===== src/srfd_pkg.sv =====
package srfd_pkg;

    localparam int BYTE_W      = 8;
    localparam int KIND_W      = 3;
    localparam int AXIS_W      = 3;
    localparam int AXES        = 5;
    localparam int COUNT_W     = 4;
    localparam int MAX_CONTENT = 10;
    localparam int QDEPTH      = 2;

    localparam logic [COUNT_W-1:0] COUNT_MAX = 4'd15;

    localparam logic [BYTE_W-1:0] CH_OPEN   = 8'h2A;
    localparam logic [BYTE_W-1:0] CH_CLOSE  = 8'h24;
    localparam logic [BYTE_W-1:0] CH_EQUAL  = 8'h3D;
    localparam logic [BYTE_W-1:0] CH_CARET  = 8'h5E;
    localparam logic [BYTE_W-1:0] CH_PAREN  = 8'h28;
    localparam logic [BYTE_W-1:0] CH_BANG   = 8'h21;
    localparam logic [BYTE_W-1:0] CH_AT     = 8'h40;
    localparam logic [BYTE_W-1:0] CH_BAR    = 8'h7C;
    localparam logic [BYTE_W-1:0] CH_BRACK  = 8'h5B;
    localparam logic [BYTE_W-1:0] CH_L      = 8'h4C;
    localparam logic [BYTE_W-1:0] CH_K      = 8'h4B;
    localparam logic [BYTE_W-1:0] CH_ZERO   = 8'h30;
    localparam logic [BYTE_W-1:0] CH_ONE    = 8'h31;
    localparam logic [BYTE_W-1:0] CH_X      = 8'h58;
    localparam logic [BYTE_W-1:0] CH_Y      = 8'h59;
    localparam logic [BYTE_W-1:0] CH_Z      = 8'h5A;
    localparam logic [BYTE_W-1:0] CH_W      = 8'h57;
    localparam logic [BYTE_W-1:0] CH_O      = 8'h4F;
    localparam logic [BYTE_W-1:0] RESET_OFS = 8'h10;

    localparam logic [KIND_W-1:0] KIND_COMMTEST = 3'd0;
    localparam logic [KIND_W-1:0] KIND_POSITION = 3'd1;
    localparam logic [KIND_W-1:0] KIND_MOVED    = 3'd2;
    localparam logic [KIND_W-1:0] KIND_ERROR    = 3'd3;
    localparam logic [KIND_W-1:0] KIND_RESET    = 3'd4;
    localparam logic [KIND_W-1:0] KIND_MOVING   = 3'd5;
    localparam logic [KIND_W-1:0] KIND_LIGHT    = 3'd6;

    localparam logic [AXIS_W-1:0] AXIS_X = 3'd0;
    localparam logic [AXIS_W-1:0] AXIS_Y = 3'd1;
    localparam logic [AXIS_W-1:0] AXIS_Z = 3'd2;
    localparam logic [AXIS_W-1:0] AXIS_W_CODE = 3'd3;
    localparam logic [AXIS_W-1:0] AXIS_O = 3'd4;

    typedef struct packed {
        logic              ok;
        logic [AXIS_W-1:0] code;
    } axis_t;

    typedef struct packed {
        logic [KIND_W-1:0] kind;
        logic [AXIS_W-1:0] axis;
    } cmd_t;

    function automatic logic is_hex(input logic [BYTE_W-1:0] c);
        return (c >= 8'h30 && c <= 8'h39) || (c >= 8'h41 && c <= 8'h46) ||
               (c >= 8'h61 && c <= 8'h66);
    endfunction

    function automatic axis_t axis_of(input logic [BYTE_W-1:0] letter);
        axis_t a;
        a.ok = 1'b1;
        case (letter)
            CH_X:    a.code = AXIS_X;
            CH_Y:    a.code = AXIS_Y;
            CH_Z:    a.code = AXIS_Z;
            CH_W:    a.code = AXIS_W_CODE;
            CH_O:    a.code = AXIS_O;
            default:
            begin
                a.ok   = 1'b0;
                a.code = AXIS_X;
            end
        endcase
        return a;
    endfunction

endpackage


===== src/srfd_if.sv =====
interface srfd_rx_if;
    logic                        valid;
    logic                        ready;
    logic [srfd_pkg::BYTE_W-1:0] rx_byte;

    modport source (output valid, output rx_byte, input ready);
    modport sink (input valid, input rx_byte, output ready);
endinterface

interface srfd_evt_if;
    logic                        valid;
    logic                        ready;
    logic [srfd_pkg::KIND_W-1:0] event_kind;

    modport source (output valid, output event_kind, input ready);
    modport sink (input valid, input event_kind, output ready);
endinterface


===== src/stage_reply_frame_decoder_core.sv =====
// Channel | Direction | Payload           | Accepted when
// rx      | in        | rx_byte [7:0]     | rx.valid && rx.ready
// evt     | out       | event_kind [2:0]  | evt.valid && evt.ready
// cfg     | in        | cfg_wdata [4:0]   | cfg_we
//
// One byte is accepted every cycle while the reply queue has room.
// A closing '$' yields its event through the queue and then the output register.
// The queue only fills when the event consumer stalls; then rx.ready drops.
// Reset clears the frame state, the queue, the output valid flag and the axis enables.
module stage_reply_frame_decoder_core #(
    parameter int MAX_CONTENT = srfd_pkg::MAX_CONTENT
) (
    input  logic                      clk,
    input  logic                      rst_n,
    srfd_rx_if.sink                   rx,
    srfd_evt_if.source                evt,
    input  logic                      cfg_we,
    input  logic [srfd_pkg::AXES-1:0] cfg_wdata
);

    logic           accept;
    logic           push;
    logic           pop;
    logic           full;
    logic           q_valid;
    srfd_pkg::cmd_t push_cmd;
    srfd_pkg::cmd_t q_cmd;

    assign rx.ready = !full;
    assign accept   = rx.valid && !full;

    srfd_front #(
        .MAX_CONTENT (MAX_CONTENT)
    ) u_front (
        .clk      (clk),
        .rst_n    (rst_n),
        .accept   (accept),
        .rx_byte  (rx.rx_byte),
        .push     (push),
        .push_cmd (push_cmd)
    );

    srfd_queue u_queue (
        .clk      (clk),
        .rst_n    (rst_n),
        .push     (push),
        .push_cmd (push_cmd),
        .pop      (pop),
        .full     (full),
        .q_valid  (q_valid),
        .q_cmd    (q_cmd)
    );

    srfd_back u_back (
        .clk       (clk),
        .rst_n     (rst_n),
        .cfg_we    (cfg_we),
        .cfg_wdata (cfg_wdata),
        .q_valid   (q_valid),
        .q_cmd     (q_cmd),
        .pop       (pop),
        .out_valid (evt.valid),
        .out_ready (evt.ready),
        .out_kind  (evt.event_kind)
    );

endmodule


===== src/srfd_front.sv =====
module srfd_front #(
    parameter int MAX_CONTENT = srfd_pkg::MAX_CONTENT
) (
    input  logic                        clk,
    input  logic                        rst_n,
    input  logic                        accept,
    input  logic [srfd_pkg::BYTE_W-1:0] rx_byte,
    output logic                        push,
    output srfd_pkg::cmd_t              push_cmd
);

    localparam int IDX_W = $clog2(MAX_CONTENT);
    localparam int CMP_W = srfd_pkg::COUNT_W + 1;

    logic                              in_frame_reg;
    logic                              in_frame_next;
    logic [srfd_pkg::COUNT_W-1:0]      count_reg;
    logic [srfd_pkg::COUNT_W-1:0]      count_next;
    logic [srfd_pkg::BYTE_W-1:0]       content_reg [MAX_CONTENT];

    logic                              is_open;
    logic                              is_close;
    logic                              store;
    logic                              cand_ok;
    logic                              len_ok;
    logic [srfd_pkg::BYTE_W-1:0]       b0;
    logic [srfd_pkg::BYTE_W-1:0]       b1;
    logic [srfd_pkg::BYTE_W-1:0]       b2;
    logic [srfd_pkg::BYTE_W-1:0]       reset_letter;
    logic                              hex_2_3;
    logic                              hex_4_5;
    logic                              hex_6_9;
    srfd_pkg::axis_t                   axis_b1;
    srfd_pkg::axis_t                   axis_rst;

    assign is_open  = (rx_byte == srfd_pkg::CH_OPEN);
    assign is_close = (rx_byte == srfd_pkg::CH_CLOSE);
    assign store    = accept && in_frame_reg && !is_open && !is_close &&
                      (CMP_W'(count_reg) < CMP_W'(MAX_CONTENT));

    always_comb
    begin
        in_frame_next = in_frame_reg;
        count_next    = count_reg;
        if (accept)
        begin
            if (is_open)
            begin
                in_frame_next = 1'b1;
                count_next    = '0;
            end
            else if (in_frame_reg && is_close)
            begin
                in_frame_next = 1'b0;
                count_next    = '0;
            end
            else if (in_frame_reg && count_reg != srfd_pkg::COUNT_MAX)
            begin
                count_next = count_reg + 1'b1;
            end
        end
    end

    always_ff @(posedge clk or negedge rst_n)
    begin
        if (!rst_n)
        begin
            in_frame_reg <= 1'b0;
            count_reg    <= '0;
        end
        else
        begin
            in_frame_reg <= in_frame_next;
            count_reg    <= count_next;
        end
    end

    always_ff @(posedge clk)
    begin
        if (store)
        begin
            content_reg[count_reg[IDX_W-1:0]] <= rx_byte;
        end
    end

    assign b0 = content_reg[0];
    assign b1 = (count_reg >= 4'd2) ? content_reg[1] : '0;
    assign b2 = content_reg[2];
    assign reset_letter = (b1 == srfd_pkg::CH_K) ? srfd_pkg::CH_W
                                                 : b1 + srfd_pkg::RESET_OFS;
    assign hex_2_3 = srfd_pkg::is_hex(content_reg[2]) && srfd_pkg::is_hex(content_reg[3]);
    assign hex_4_5 = srfd_pkg::is_hex(content_reg[4]) && srfd_pkg::is_hex(content_reg[5]);
    assign hex_6_9 = srfd_pkg::is_hex(content_reg[6]) && srfd_pkg::is_hex(content_reg[7]) &&
                     srfd_pkg::is_hex(content_reg[8]) && srfd_pkg::is_hex(content_reg[9]);
    assign axis_b1  = srfd_pkg::axis_of(b1);
    assign axis_rst = srfd_pkg::axis_of(reset_letter);
    assign len_ok   = (count_reg != '0) && (CMP_W'(count_reg) <= CMP_W'(MAX_CONTENT));

    always_comb
    begin
        cand_ok       = 1'b0;
        push_cmd.kind = srfd_pkg::KIND_COMMTEST;
        push_cmd.axis = srfd_pkg::AXIS_X;
        case (b0)
            srfd_pkg::CH_EQUAL:
            begin
                cand_ok = 1'b1;
            end
            srfd_pkg::CH_CARET,
            srfd_pkg::CH_PAREN:
            begin
                cand_ok       = (count_reg == 4'd10) && hex_2_3 && hex_4_5 && hex_6_9 &&
                                axis_b1.ok;
                push_cmd.kind = (b0 == srfd_pkg::CH_CARET) ? srfd_pkg::KIND_POSITION
                                                           : srfd_pkg::KIND_MOVED;
                push_cmd.axis = axis_b1.code;
            end
            srfd_pkg::CH_BANG:
            begin
                cand_ok       = (count_reg == 4'd3) && (b2 == srfd_pkg::CH_W) && axis_b1.ok;
                push_cmd.kind = srfd_pkg::KIND_ERROR;
                push_cmd.axis = axis_b1.code;
            end
            srfd_pkg::CH_AT:
            begin
                cand_ok       = (count_reg == 4'd2) && axis_rst.ok;
                push_cmd.kind = srfd_pkg::KIND_RESET;
                push_cmd.axis = axis_rst.code;
            end
            srfd_pkg::CH_BAR:
            begin
                cand_ok       = (count_reg == 4'd3) && axis_b1.ok &&
                                (b2 == srfd_pkg::CH_ZERO || b2 == srfd_pkg::CH_ONE);
                push_cmd.kind = srfd_pkg::KIND_MOVING;
                push_cmd.axis = axis_b1.code;
            end
            srfd_pkg::CH_BRACK:
            begin
                cand_ok       = (b1 == srfd_pkg::CH_L) &&
                                (((count_reg == 4'd4) && hex_2_3) ||
                                 ((count_reg == 4'd6) && hex_2_3 && hex_4_5));
                push_cmd.kind = srfd_pkg::KIND_LIGHT;
                push_cmd.axis = srfd_pkg::AXIS_O;
            end
            default:
            begin
                cand_ok = 1'b0;
            end
        endcase
    end

    assign push = accept && in_frame_reg && is_close && len_ok && cand_ok;

    a_open_restarts: assert property (@(posedge clk) disable iff (!rst_n)
        accept && is_open |=> in_frame_reg && count_reg == '0)
        else $error("frame open did not restart the frame");

    a_close_ends: assert property (@(posedge clk) disable iff (!rst_n)
        accept && in_frame_reg && is_close |=> !in_frame_reg)
        else $error("frame close left the frame open");

endmodule


===== src/srfd_queue.sv =====
module srfd_queue (
    input  logic           clk,
    input  logic           rst_n,
    input  logic           push,
    input  srfd_pkg::cmd_t push_cmd,
    input  logic           pop,
    output logic           full,
    output logic           q_valid,
    output srfd_pkg::cmd_t q_cmd
);

    localparam int PTR_W = (srfd_pkg::QDEPTH > 1) ? $clog2(srfd_pkg::QDEPTH) : 1;
    localparam int CNT_W = $clog2(srfd_pkg::QDEPTH + 1);

    srfd_pkg::cmd_t   mem [srfd_pkg::QDEPTH];
    logic [PTR_W-1:0] wr_ptr_reg;
    logic [PTR_W-1:0] wr_ptr_next;
    logic [PTR_W-1:0] rd_ptr_reg;
    logic [PTR_W-1:0] rd_ptr_next;
    logic [CNT_W-1:0] count_reg;
    logic [CNT_W-1:0] count_next;

    assign full    = (count_reg == CNT_W'(srfd_pkg::QDEPTH));
    assign q_valid = (count_reg != '0);
    assign q_cmd   = mem[rd_ptr_reg];

    function automatic logic [PTR_W-1:0] bump(input logic [PTR_W-1:0] p);
        return (p == PTR_W'(srfd_pkg::QDEPTH - 1)) ? '0 : p + 1'b1;
    endfunction

    always_comb
    begin
        wr_ptr_next = push ? bump(wr_ptr_reg) : wr_ptr_reg;
        rd_ptr_next = pop ? bump(rd_ptr_reg) : rd_ptr_reg;
        count_next  = count_reg + CNT_W'(push) - CNT_W'(pop);
    end

    always_ff @(posedge clk or negedge rst_n)
    begin
        if (!rst_n)
        begin
            wr_ptr_reg <= '0;
            rd_ptr_reg <= '0;
            count_reg  <= '0;
        end
        else
        begin
            wr_ptr_reg <= wr_ptr_next;
            rd_ptr_reg <= rd_ptr_next;
            count_reg  <= count_next;
        end
    end

    always_ff @(posedge clk)
    begin
        if (push)
        begin
            mem[wr_ptr_reg] <= push_cmd;
        end
    end

    a_no_overrun: assert property (@(posedge clk) disable iff (!rst_n)
        !(push && full) && !(pop && !q_valid))
        else $error("queue pushed while full or popped while empty");

endmodule


===== src/srfd_back.sv =====
module srfd_back (
    input  logic                        clk,
    input  logic                        rst_n,
    input  logic                        cfg_we,
    input  logic [srfd_pkg::AXES-1:0]   cfg_wdata,
    input  logic                        q_valid,
    input  srfd_pkg::cmd_t              q_cmd,
    output logic                        pop,
    output logic                        out_valid,
    input  logic                        out_ready,
    output logic [srfd_pkg::KIND_W-1:0] out_kind
);

    logic [srfd_pkg::AXES-1:0]   enabled_reg;
    logic                        valid_reg;
    logic                        valid_next;
    logic [srfd_pkg::KIND_W-1:0] kind_reg;

    assign pop = q_valid && (!valid_reg || out_ready);

    always_comb
    begin
        valid_next = valid_reg;
        if (pop)
        begin
            valid_next = enabled_reg[q_cmd.axis];
        end
        else if (out_ready)
        begin
            valid_next = 1'b0;
        end
    end

    always_ff @(posedge clk or negedge rst_n)
    begin
        if (!rst_n)
        begin
            enabled_reg <= '0;
            valid_reg   <= 1'b0;
        end
        else
        begin
            valid_reg <= valid_next;
            if (cfg_we)
            begin
                enabled_reg <= cfg_wdata;
            end
        end
    end

    always_ff @(posedge clk)
    begin
        if (pop)
        begin
            kind_reg <= q_cmd.kind;
        end
    end

    assign out_valid = valid_reg;
    assign out_kind  = kind_reg;

    a_kind_range: assert property (@(posedge clk) disable iff (!rst_n)
        valid_reg |-> kind_reg <= srfd_pkg::KIND_LIGHT)
        else $error("event kind out of range");

endmodule


===== src/flat_wrapper.sv =====
// flat-port wrapper written by rule: the top's interface ports become plain ports
module stage_reply_frame_decoder_core_flat 
#(
    parameter int MAX_CONTENT = srfd_pkg::MAX_CONTENT
)
  (clk, rst_n, cfg_we, cfg_wdata, rx_valid, rx_rx_byte, rx_ready, evt_valid, evt_event_kind, evt_ready);
  srfd_rx_if rx_i ();
  srfd_evt_if evt_i ();
  input  logic clk;
  input  logic rst_n;
  input  logic cfg_we;
  input  logic [srfd_pkg::AXES-1:0] cfg_wdata;
  input wire logic [$bits(rx_i.valid)-1:0] rx_valid;
  input wire logic [$bits(rx_i.rx_byte)-1:0] rx_rx_byte;
  output wire logic [$bits(rx_i.ready)-1:0] rx_ready;
  output wire logic [$bits(evt_i.valid)-1:0] evt_valid;
  output wire logic [$bits(evt_i.event_kind)-1:0] evt_event_kind;
  input wire logic [$bits(evt_i.ready)-1:0] evt_ready;
  assign rx_i.valid = rx_valid;
  assign rx_i.rx_byte = rx_rx_byte;
  assign rx_ready = rx_i.ready;
  assign evt_valid = evt_i.valid;
  assign evt_event_kind = evt_i.event_kind;
  assign evt_i.ready = evt_ready;
  stage_reply_frame_decoder_core #(.MAX_CONTENT(MAX_CONTENT)) u_core (.clk(clk), .rst_n(rst_n), .rx(rx_i), .evt(evt_i), .cfg_we(cfg_we), .cfg_wdata(cfg_wdata));
endmodule

===== config.mk =====
export PLATFORM = sky130hd
export DESIGN_NAME = stage_reply_frame_decoder_core_flat
export DESIGN_NICKNAME = d
export VERILOG_FILES = /design/src/srfd_pkg.sv /design/src/srfd_if.sv /design/src/stage_reply_frame_decoder_core.sv /design/src/srfd_front.sv /design/src/srfd_queue.sv /design/src/srfd_back.sv /design/src/flat_wrapper.sv
export SDC_FILE = /design/constraint.sdc
export NUM_CORES = 1
export LEC_CHECK = 0
export BUFFER_PORTS_ARGS = -buffer_cell sky130_fd_sc_hd__buf_2
export CORE_MARGIN = 8
export CORE_UTILIZATION = 45
export DETAILED_ROUTE_END_ITERATION = 6
export PLACE_DENSITY = 0.67
export REMOVE_ABC_BUFFERS = 1
export SKIP_CTS_REPAIR_TIMING = 1
export SLEW_MARGIN = 20
export SYNTH_ARGS = -nofsm -noshare
export SYNTH_HDL_FRONTEND = slang
export SYNTH_SLANG_ARGS = --single-unit
export TNS_END_PERCENT = 30

===== constraint.sdc =====
create_clock -name clk -period 4 [get_ports clk]
set_clock_uncertainty 0.15 [all_clocks]
set_input_delay 0.4 -clock clk [delete_from_list [all_inputs] [get_ports clk]]
set_output_delay 0.4 -clock clk [all_outputs]
set_load 0.02 [all_outputs]

==> impl_metrics.toml, run 1 <==
[yosys]
syn_area_mm2 = 0.00477
synth_seq_cells = 110
synth.avg_cell_area_um2 = 14.1
yosysMostFrequentCell = "edfxtp_1"
ys.flop_type = "edfxtp_1"
synth_cell_types = 56
synth_edf_count = 95
synth_area_leaders = "edfxtp_1, dfrtp_1, mux2_2, and3_1, nand4_1"
netlist_instances = 339
async_flop_share_pct = 13.6
yosysTopAreaCell = "edfxtp_1"
synth_common_cells = "edfxtp_1, nor2_1, dfrtp_1, o21ai_0"
synth_top_area_share_pct = 59.8
synth_seq_area_share_pct = 67.7
synth_warnings = 0

[die]
dieArea_mm2 = 0.0141
rows = 37
fp.coreArea_mm2 = 0.0103
die_x_um = 119
start_util_pct = 46.2
ioPinCount = 23
die_y_um = 119

[place]
dp_cells = 493
dp_hpwl_mm = 6.14
port_buffers = 22
place_area_mm2 = 0.00503
pre_cts_ws_ns = 0.738
place_congestion = 0.821

[cells_and_area]
largest_reg_flops = 80
final_layout_size_suffix_gt1_share_pct = 14.7
stdcell_count = 510
final_nets = 393
final_area_mm2 = 0.00522
final_util_pct = 50.5
diodes = 0
area_delta_synth_final_pct = 9.37

[route]
routedWlPerCell_um = 17.1
viasPerCell = 5.65
drt-total-wl_mm = 8.75
drt_iter0_markers = 138
vias = 2880
drc = 0
ant_nets = 0
firstDrtPassIters = 4

[clock_network]
clkTransAtPathRegs_ns = 0.11
clock_latency_ns = 0.36
clk_path_buf_depth = 2
cts_root_buffer = "clkbuf_8"
numCtsBuffers = 9
cts.htree.levels = 3
cts_tree = "yes"
cts_num_sinks = 110

[critical_path]
critPathRequiredTime_ns = 3.83
cp.arrival_ns = 3.14
r2r_cells = 9
cp_top_family = "simple AND/OR/NAND/NOR gates"
cp_slowest_cell = "nor3b_1"
rr_endpoint = "u_core.u_queue.mem[1][4]"
reg2reg_slack_ns = 0.70
criticalPathCategory = "flop to flop"
worstSetupEndpointType = "flop"
reg2reg_from = "u_core.u_front.count_reg[0]"
startpoint_type = "flop"
worstPathMaxFanout = 6
path_buf_inv = 1
timing.critical_path.slowest_cell_delay_ns = 0.78
cp_cell_sequence = "inv_1 -> ha_1 -> or4_1 -> nor4bb_4 -> and2_1 -> nand4_1 -> o221ai_1 -> a41oi_2 -> nor3b_1"

[sta]
hold_violations = 0
fin_crit_sh_pct = 82.6
fin_ws_ns = 0.696
relSlewSlack_pct = 40.9
grt_setup_unrepaired = "no"
clock.fmax_mhz = 303
fin_hold_ws_ns = 0.123
setup_viol = 0
tns_ns = 0
worstMarginPinSlew_ns = 0.885
fin_crit_ns = 3.30
maxSlewViolCount = 0

[global_route]
overflow = 0
grt.total_usage_pct = 12.9
grt_pass1_vias = 2946
grt_antenna_before_repair = 0
grt_max_degree = 20
grt_pass1_wl_mm = 14.6

[power]
power_mw = 2.49
ir_worst_vdd_mv = 0.282
power_per_cell_area_mw_per_mm2 = 476
p_leak_nw = 1.74

[worst_hold_path]
hp-start = "cfg_wdata[3]"
hold_class = "input port to flop"
hold_path_depth = 2
holdPathEnd = "u_core.u_back.enabled_reg[3]"

[job]
drv_cap = 0

[outcome]
status = "finished, final reports clean"
## cells in the final DEF, fill, tap and decap left out, drive strengths merged, types with 3 or more instances in the layout
cell,count
nand2,12
dfrtp,15
nand4,14
xnor2,4
clkbuf,10
or3,7
a31o,3
mux2i,4
and3,14
nand3,14
ha,6
nor3b,5
a31oi,3
nand4b,6
mux2,9
and2,3
a22oi,4
or4,3
nor4,4
edfxtp,95
buf,22
nor3,10
o21ai,16
nor2,17
nor2b,7
a21oi,13
nand2b,7
inv,13
nor4b,3
## final cells by class
class / count / area, µm²
fill: 846 / 5110
sequential: 110 / 3230
multi-input combinational: 216 / 1490
tap: 136 / 170
clock buffer: 10 / 128
timing repair buffer: 23 / 120
clock inverter: 6 / 51.3
inverter: 9 / 33.8
## cell families (layout without fill, tap and decap cells)
kind of cell             Yosys count  count (layout)  synth area share (%)
AND/OR/NAND/NOR                  134             134                  17.2
flip-flops                       110             110                  67.7
AO/OA/AOI/OAI                     57              57                  8.05
multiplexers                      14              14                  3.44
buffers and inverters             13              48                  1.18
adder cells (fa/ha/maj)            6               6                  1.57
XOR/XNOR                           5               5                 0.918
## how the worst max path moves through the flow
stage          depth (start not counted)                        start                          end
2_1_floorplan                         14  u_core.u_front.count_reg[0]  u_core.u_queue.count_reg[1]
3_3_place_gp                           9  u_core.u_front.count_reg[0]     u_core.u_queue.mem[1][4]
3_5_place_dp                           9  u_core.u_front.count_reg[0]     u_core.u_queue.mem[1][3]
4_1_cts                                9  u_core.u_front.count_reg[0]     u_core.u_queue.mem[1][4]
5_1_grt                                9  u_core.u_front.count_reg[0]     u_core.u_queue.mem[1][5]
6_report                               9  u_core.u_front.count_reg[0]     u_core.u_queue.mem[1][4]
## power by group
part           internal, mW  switching (mW)  total, mW
clock network         0.238           0.372      0.610
logic                 0.175           0.259      0.433
registers              1.36          0.0862       1.44
total                  1.77           0.716       2.49
## per-layer routing
metal	part of all wire, %	GRT usage [%]	routed length, µm
met5	0	0	0
met4	0.61	3.64	53
met3	4.1	3.07	362
met2	51	22.6	4430
met1	45	15.5	3900
Note: power is estimated with default switching activity, not from simulation.
==> run 2: changes to the inputs <==
clock period = 3.2 ns   (was 4 ns; I/O delays follow)
==> run 2 against run 1 <==
Sequential share of layout area shrank 1.2 points. Power grew 27%. Routed wire length grew 1.2%. Final cell count grew 1.8%. Cell area grew 1.9%. Sequential cell count is the same. Fmax grew 8.3%. Clock power grew 27%. Sequential power grew 26%. Utilization grew 0.98 points.
==> impl_metrics.toml, run 2 (synthesis results as in run 1) <==
[critical_path]
criticalPathCategory = "flop to flop"
reg2reg_slack_ns = 0.15
cpMostUsedCell = "ha_1"
cp_slowest_cell = "dfrtp_1"
worstSetupEndpointType = "flop"
worstPathMaxFanout = 5
timing.critical_path.slowest_cell_delay_ns = 0.45
cp.arrival_ns = 3.19
startpoint_type = "flop"
path_buf_inv = 2
cp_cell_sequence = "inv_2 -> ha_1 -> or4_4 -> nor4bb_4 -> a31o_1 -> nand4_1 -> o221ai_1 -> a41oi_2 -> nand2b_1 -> ha_1 -> inv_1 -> ha_1 -> xnor2_1 -> xnor2_1"
cp_top_family = "simple AND/OR/NAND/NOR gates"
critPathRequiredTime_ns = 3.33

[power]
p_leak_nw = 1.80
ir_worst_vdd_mv = 0.330
power_per_cell_area_mw_per_mm2 = 595
power_mw = 3.17

[place]
dp_hpwl_mm = 6.27
dp_cells = 501
port_buffers = 22
place_congestion = 0.823

[cells_and_area]
stdcell_count = 519
final_cell_mix = "edfxtp_1, buf_2, nor2_1, o21ai_0, dfrtp_1"
fillerInstances = 865
largest_reg_flops = 80
final_layout_size_suffix_gt1_share_pct = 18.0
layout_commonest_cell = "edfxtp_1"
area_delta_synth_final_pct = 11.5
final_util_pct = 51.5
diodes = 0
final_nets = 402

[clock_network]
cts_root_buffer = "clkbuf_8"
cts_tree = "yes"
cts.htree.levels = 3
clk_path_buf_depth = 2
clock_latency_ns = 0.36
cts_num_sinks = 110
numCtsBuffers = 9
clkTransAtPathRegs_ns = 0.10

[global_route]
grt_antenna_before_repair = 0
overflow = 0
grt_pass1_vias = 2952
grt.total_usage_pct = 12.8
grt_max_degree = 20
grt_pass1_wl_mm = 14.6

[die]
die_x_um = 119
start_util_pct = 46.2
fp.coreArea_mm2 = 0.0103
ioPinCount = 23
dieArea_mm2 = 0.0141
rows = 37
die_y_um = 119

[sta]
fin_crit_ns = 3.05
relSlewSlack_pct = 61.4
setup_viol = 0
fin_hold_ws_ns = 0.0425
clock.fmax_mhz = 328
fin_crit_sh_pct = 95.3
hold_violations = 0
maxSlewViolCount = 0
worstMarginPinSlew_ns = 0.578

[worst_hold_path]
hold_class = "input port to flop"

[route]
firstDrtPassIters = 4
drt_iter0_markers = 203
routedWlPerCell_um = 17.1
ant_nets = 0
viasPerCell = 5.63
vias = 2920
drt-total-wl_mm = 8.85
drc = 0

[job]
drv_cap = 0

[outcome]
status = "finished, final reports clean"
[run 2: path summary, 6_finish.rpt]
path,startpoint,to,cells past startpoint
hold / removal,cfg_wdata[2],u_core.u_back.enabled_reg[2],2
setup / recovery,u_core.u_front.count_reg[0],u_core.u_queue.count_reg[1],14
hold reg to reg,u_core.u_queue.wr_ptr_reg,u_core.u_queue.wr_ptr_reg,1
max in group asynchronous,rst_n,u_core.u_queue.rd_ptr_reg,2
min in group asynchronous,rst_n,u_core.u_queue.count_reg[0],2
setup reg to reg,u_core.u_front.count_reg[0],u_core.u_queue.count_reg[1],14
[run 2: per-layer routing]
metal | global-route usage, % | part of all wire (%) | vias to the layer above
met5 | 0 | 0 | -
met3 | 3.02 | 4.7 | 7
met4 | 3.08 | 0.70 | 0
met2 | 22.4 | 50 | 73
met1 | 15.6 | 45 | 1419
li1 | - | - | 1421
[run 2: cell type report]
| type | count | area [µm²] | share of cell area [%] |
|---|---|---|---|
| Clock buffer | 11 | 131 | 2.47 |
| Timing Repair Buffer | 32 | 188 | 3.53 |
| Inverter | 9 | 33.8 | 0.635 |
| Tap cell | 136 | 170 | 3.20 |
| Clock inverter | 5 | 50.0 | 0.941 |
| Sequential cell | 110 | 3230 | 60.7 |
| Multi-Input combinational cell | 216 | 1520 | 28.5 |
[run 2: stage by stage]
step	area [µm²]	setup TNS [ns]	setup slack, ns
after floorplan	4750	0	0.301
after global placement	5090	0	0.189
after detailed placement	5090	0	0.106
after CTS	5270	0	0.0973
after global routing	5320	-0.00630	-0.00630
final	5320	0	0.149
[run 2: report_power, final]
part,internal (mW),switching [mW]
Clock,0.304,0.469
Sequential,1.69,0.111
Combinational,0.251,0.337
==> run 3: changes to the inputs <==
ABC_AREA = 1   (was default)
PLACE_DENSITY = 0.66   (was 0.67)
==> run 3 against run 2 <==
Register-to-register slack improved by 0.30 ns. Power decreased by 23%. Non-clock buffer count decreased by 1. Sequential power decreased by 13%. Largest power group unchanged. Routed wire length increased by 4.4%. Hold slack got worse by 0.052 ns. Critical path depth increased by 4. Fmax increased by 11%. Area after synthesis increased by 4.6%. Final cell count increased by 26%. The flow now finishes with violations (negative hold slack). Combinational power decreased by 86%. Worst setup slack improved by 0.30 ns.
==> impl_metrics.toml, run 3 <==
[yosys]
synth_edf_count = 95
synth_top_area_share_pct = 57.2
synth_warnings = 0
syn_area_mm2 = 0.00499
synth_xor_area_share_pct = 0.527
synth_simple_gate_area_share_pct = 21.9
ys.flop_type = "edfxtp_1"
yosysTopAreaCell = "edfxtp_1"
synth_area_leaders = "edfxtp_1, dfrtp_1, nand2_1, inv_1, nor2_1"
synth_top_family_by_area = "simple AND/OR/NAND/NOR gates"
synth.avg_cell_area_um2 = 10.6
yosysMostFrequentCell = "edfxtp_1"
synthAdderAreaFrac_pct = 1.51
synth_mux_area_share_pct = 1.28
synth_seq_cells = 110
synth_common_cells = "edfxtp_1, nand2_1, inv_1"
synth_compound_area_share_pct = 4.29
netlist_instances = 472
async_flop_share_pct = 13.6
synth_cell_types = 38
synth_seq_area_share_pct = 64.7

[global_route]
grt_pass1_vias = 3209
grt_max_degree = 20
overflow = 0
grt_antenna_before_repair = 0
grt_pass1_wl_mm = 15.3
grt.total_usage_pct = 13.5

[place]
place_area_mm2 = 0.00529
port_buffers = 22
dp_hpwl_mm = 6.60
place_congestion = 0.890

[route]
drc = 0
vias = 3259
drt-total-wl_mm = 9.24
ant_nets = 0
wl_met3_um = 469
highest_layer = "met4"
routedWlPerCell_um = 14.1
viasPerCell = 4.98
firstDrtPassIters = 5
met1_length_mm = 4.36
drt_iter0_markers = 228
met2WireLength_mm = 4.33

[cells_and_area]
largest_reg_flops = 80
final_util_pct = 50.7
layout_commonest_cell = "edfxtp_1"
area_delta_synth_final_pct = 10.2
final_nets = 534
diodes = 0
final_cell_mix = "edfxtp_1, nand2_1, inv_1, nor2_1, nand3_1"
final_layout_size_suffix_gt1_share_pct = 13.6
final_area_mm2 = 0.00550

[die]
die_y_um = 121
rows = 38
fp.coreArea_mm2 = 0.0108
start_util_pct = 46.0
dieArea_mm2 = 0.0147
die_x_um = 121
ioPinCount = 23

[critical_path]
rr_endpoint = "u_core.u_queue.count_reg[1]"
cp_cell_sequence = "inv_1 -> ha_1 -> nor2_1 -> nand2_4 -> nand2_2 -> nand4_2 -> nand2_2 -> nand2_2 -> inv_2 -> nor2_2 -> nor2_2 -> nand2_1 -> nand3_2 -> nand2_2 -> ha_1 -> inv_1 -> ha_1 -> xnor2_1"
reg2reg_from = "u_core.u_front.count_reg[0]"
critPathRequiredTime_ns = 3.31
reg2reg_slack_ns = 0.45
worstPathMaxFanout = 12
timing.critical_path.slowest_cell_delay_ns = 0.39
r2r_cells = 18
cp.arrival_ns = 2.87
cp_slowest_cell = "dfrtp_1"
criticalPathCategory = "flop to flop"
cpMostUsedCell = "nand2_2"
startpoint_type = "flop"
worstSetupEndpointType = "flop"

[power]
ir_worst_vdd_mv = 0.311
power_per_cell_area_mw_per_mm2 = 443
p_leak_nw = 2.29

[sta]
fin_crit_ns = 2.75
clock.fmax_mhz = 363
worstMarginPinSlew_ns = 0.671
fin_hold_ws_ns = -0.00913
grt_setup_unrepaired = "no"
hold_violations = 1
fin_crit_sh_pct = 86.1
relSlewSlack_pct = 55.1
maxSlewViolCount = 0
tns_ns = 0
setup_viol = 0

[clock_network]
clk_path_buf_depth = 2
cts_num_sinks = 110
cts_root_buffer = "clkbuf_8"
clkTransAtPathRegs_ns = 0.10
numCtsBuffers = 9
cts_tree = "yes"
clock_latency_ns = 0.36
cts.htree.levels = 3

[worst_hold_path]
hp-start = "evt_ready"
hold_path_depth = 2
holdPathEnd = "u_core.u_back.out_valid"
hold_class = "input port to flop"

[outcome]
status = "complete, but fails checks"
violations = "negative hold slack"

[job]
drv_cap = 0
-- run 3: changes by cell type after synthesis, moves of 5 or more --
cell / previous run / this run
nor2_2: 0 / 5
nand3_1: 14 / 40
a21oi_1: 13 / 6
nand2_1: 12 / 93
nand2b_1: 7 / 0
nand4_1: 14 / 9
nor2b_1: 7 / 0
nand2_2: 0 / 7
nor2_1: 17 / 61
inv_1: 9 / 67
nand4b_1: 6 / 0
mux2_2: 9 / 3
or3_1: 7 / 0
and3_1: 14 / 1
-- run 3: metal layers --
layer	vias up	GRT usage [%]
met5	-	0
met4	0	3.32
met3	11	3.40
met2	77	22.1
met1	1502	17.5
li1	1669	-
-- run 3: layout make-up --
type                            count  area (µm²)
Fill cell                         946        5340
Sequential cell                   110        3230
Multi-Input combinational cell    290        1470
Inverter                           68         255
Timing Repair Buffer               31         183
Tap cell                          140         175
Clock buffer                       10         128
Clock inverter                      6        57.6
-- run 3: where the power goes --
| group | total [mW] | internal, mW | leakage (nW) | switching, mW |
|---|---|---|---|---|
| registers | 1.58 | 1.56 | 1.04 | 0.0130 |
| logic | 0.0851 | 0.0274 | 1.16 | 0.0577 |
| clock network | 0.774 | 0.298 | 0.0915 | 0.476 |
| total | 2.44 | 1.89 | 2.29 | 0.546 |
-- run 3: metrics by stage --
stage | instances | hold slack (ns) | total power [mW] | worst slack (ns)
CTS | 653 | -0.314 | 2.47 | 0.427
detailed placement | 637 | 0.101 | 1.69 | 0.457
finish | 655 | -0.00913 | 2.44 | 0.446
global route | 655 | 0.00284 | 2.53 | 0.170
global placement | 637 | 0.0887 | 1.69 | 0.533
floorplan | 468 | -0.126 | 1.64 | 0.682
-- run 3: how the worst max path moves through the flow --
| stage | slack (ns) | from | to |
|---|---|---|---|
| global route | 0.17 | u_core.u_front.count_reg[0] | u_core.u_queue.count_reg[1] |
| global placement | 0.53 | u_core.u_front.count_reg[0] | u_core.u_queue.count_reg[1] |
| detailed placement | 0.46 | u_core.u_front.count_reg[0] | u_core.u_queue.count_reg[1] |
| floorplan | 0.68 | u_core.u_front.count_reg[0] | u_core.u_queue.count_reg[1] |
| finish | 0.45 | u_core.u_front.count_reg[0] | u_core.u_queue.count_reg[1] |
| CTS | 0.43 | u_core.u_front.count_reg[0] | u_core.u_queue.count_reg[1] |
-- run 3: worst max-delay path, delay by kind of cell (launching register included) --
family	cells	cell delay (ns)
buffers and inverters	3	0.20
and+or+nand+nor	11	1.07
adders and majority gates	3	0.71
xor gates and xnor gates	1	0.12
DFF	1	0.39
-- run 3: kinds of logic after synthesis --
logic type	Yosys count
simple gates	239
xor+xnor	3
mux	6
flops	110
compound gates	36
fa+ha+maj	6
buf+inv	72
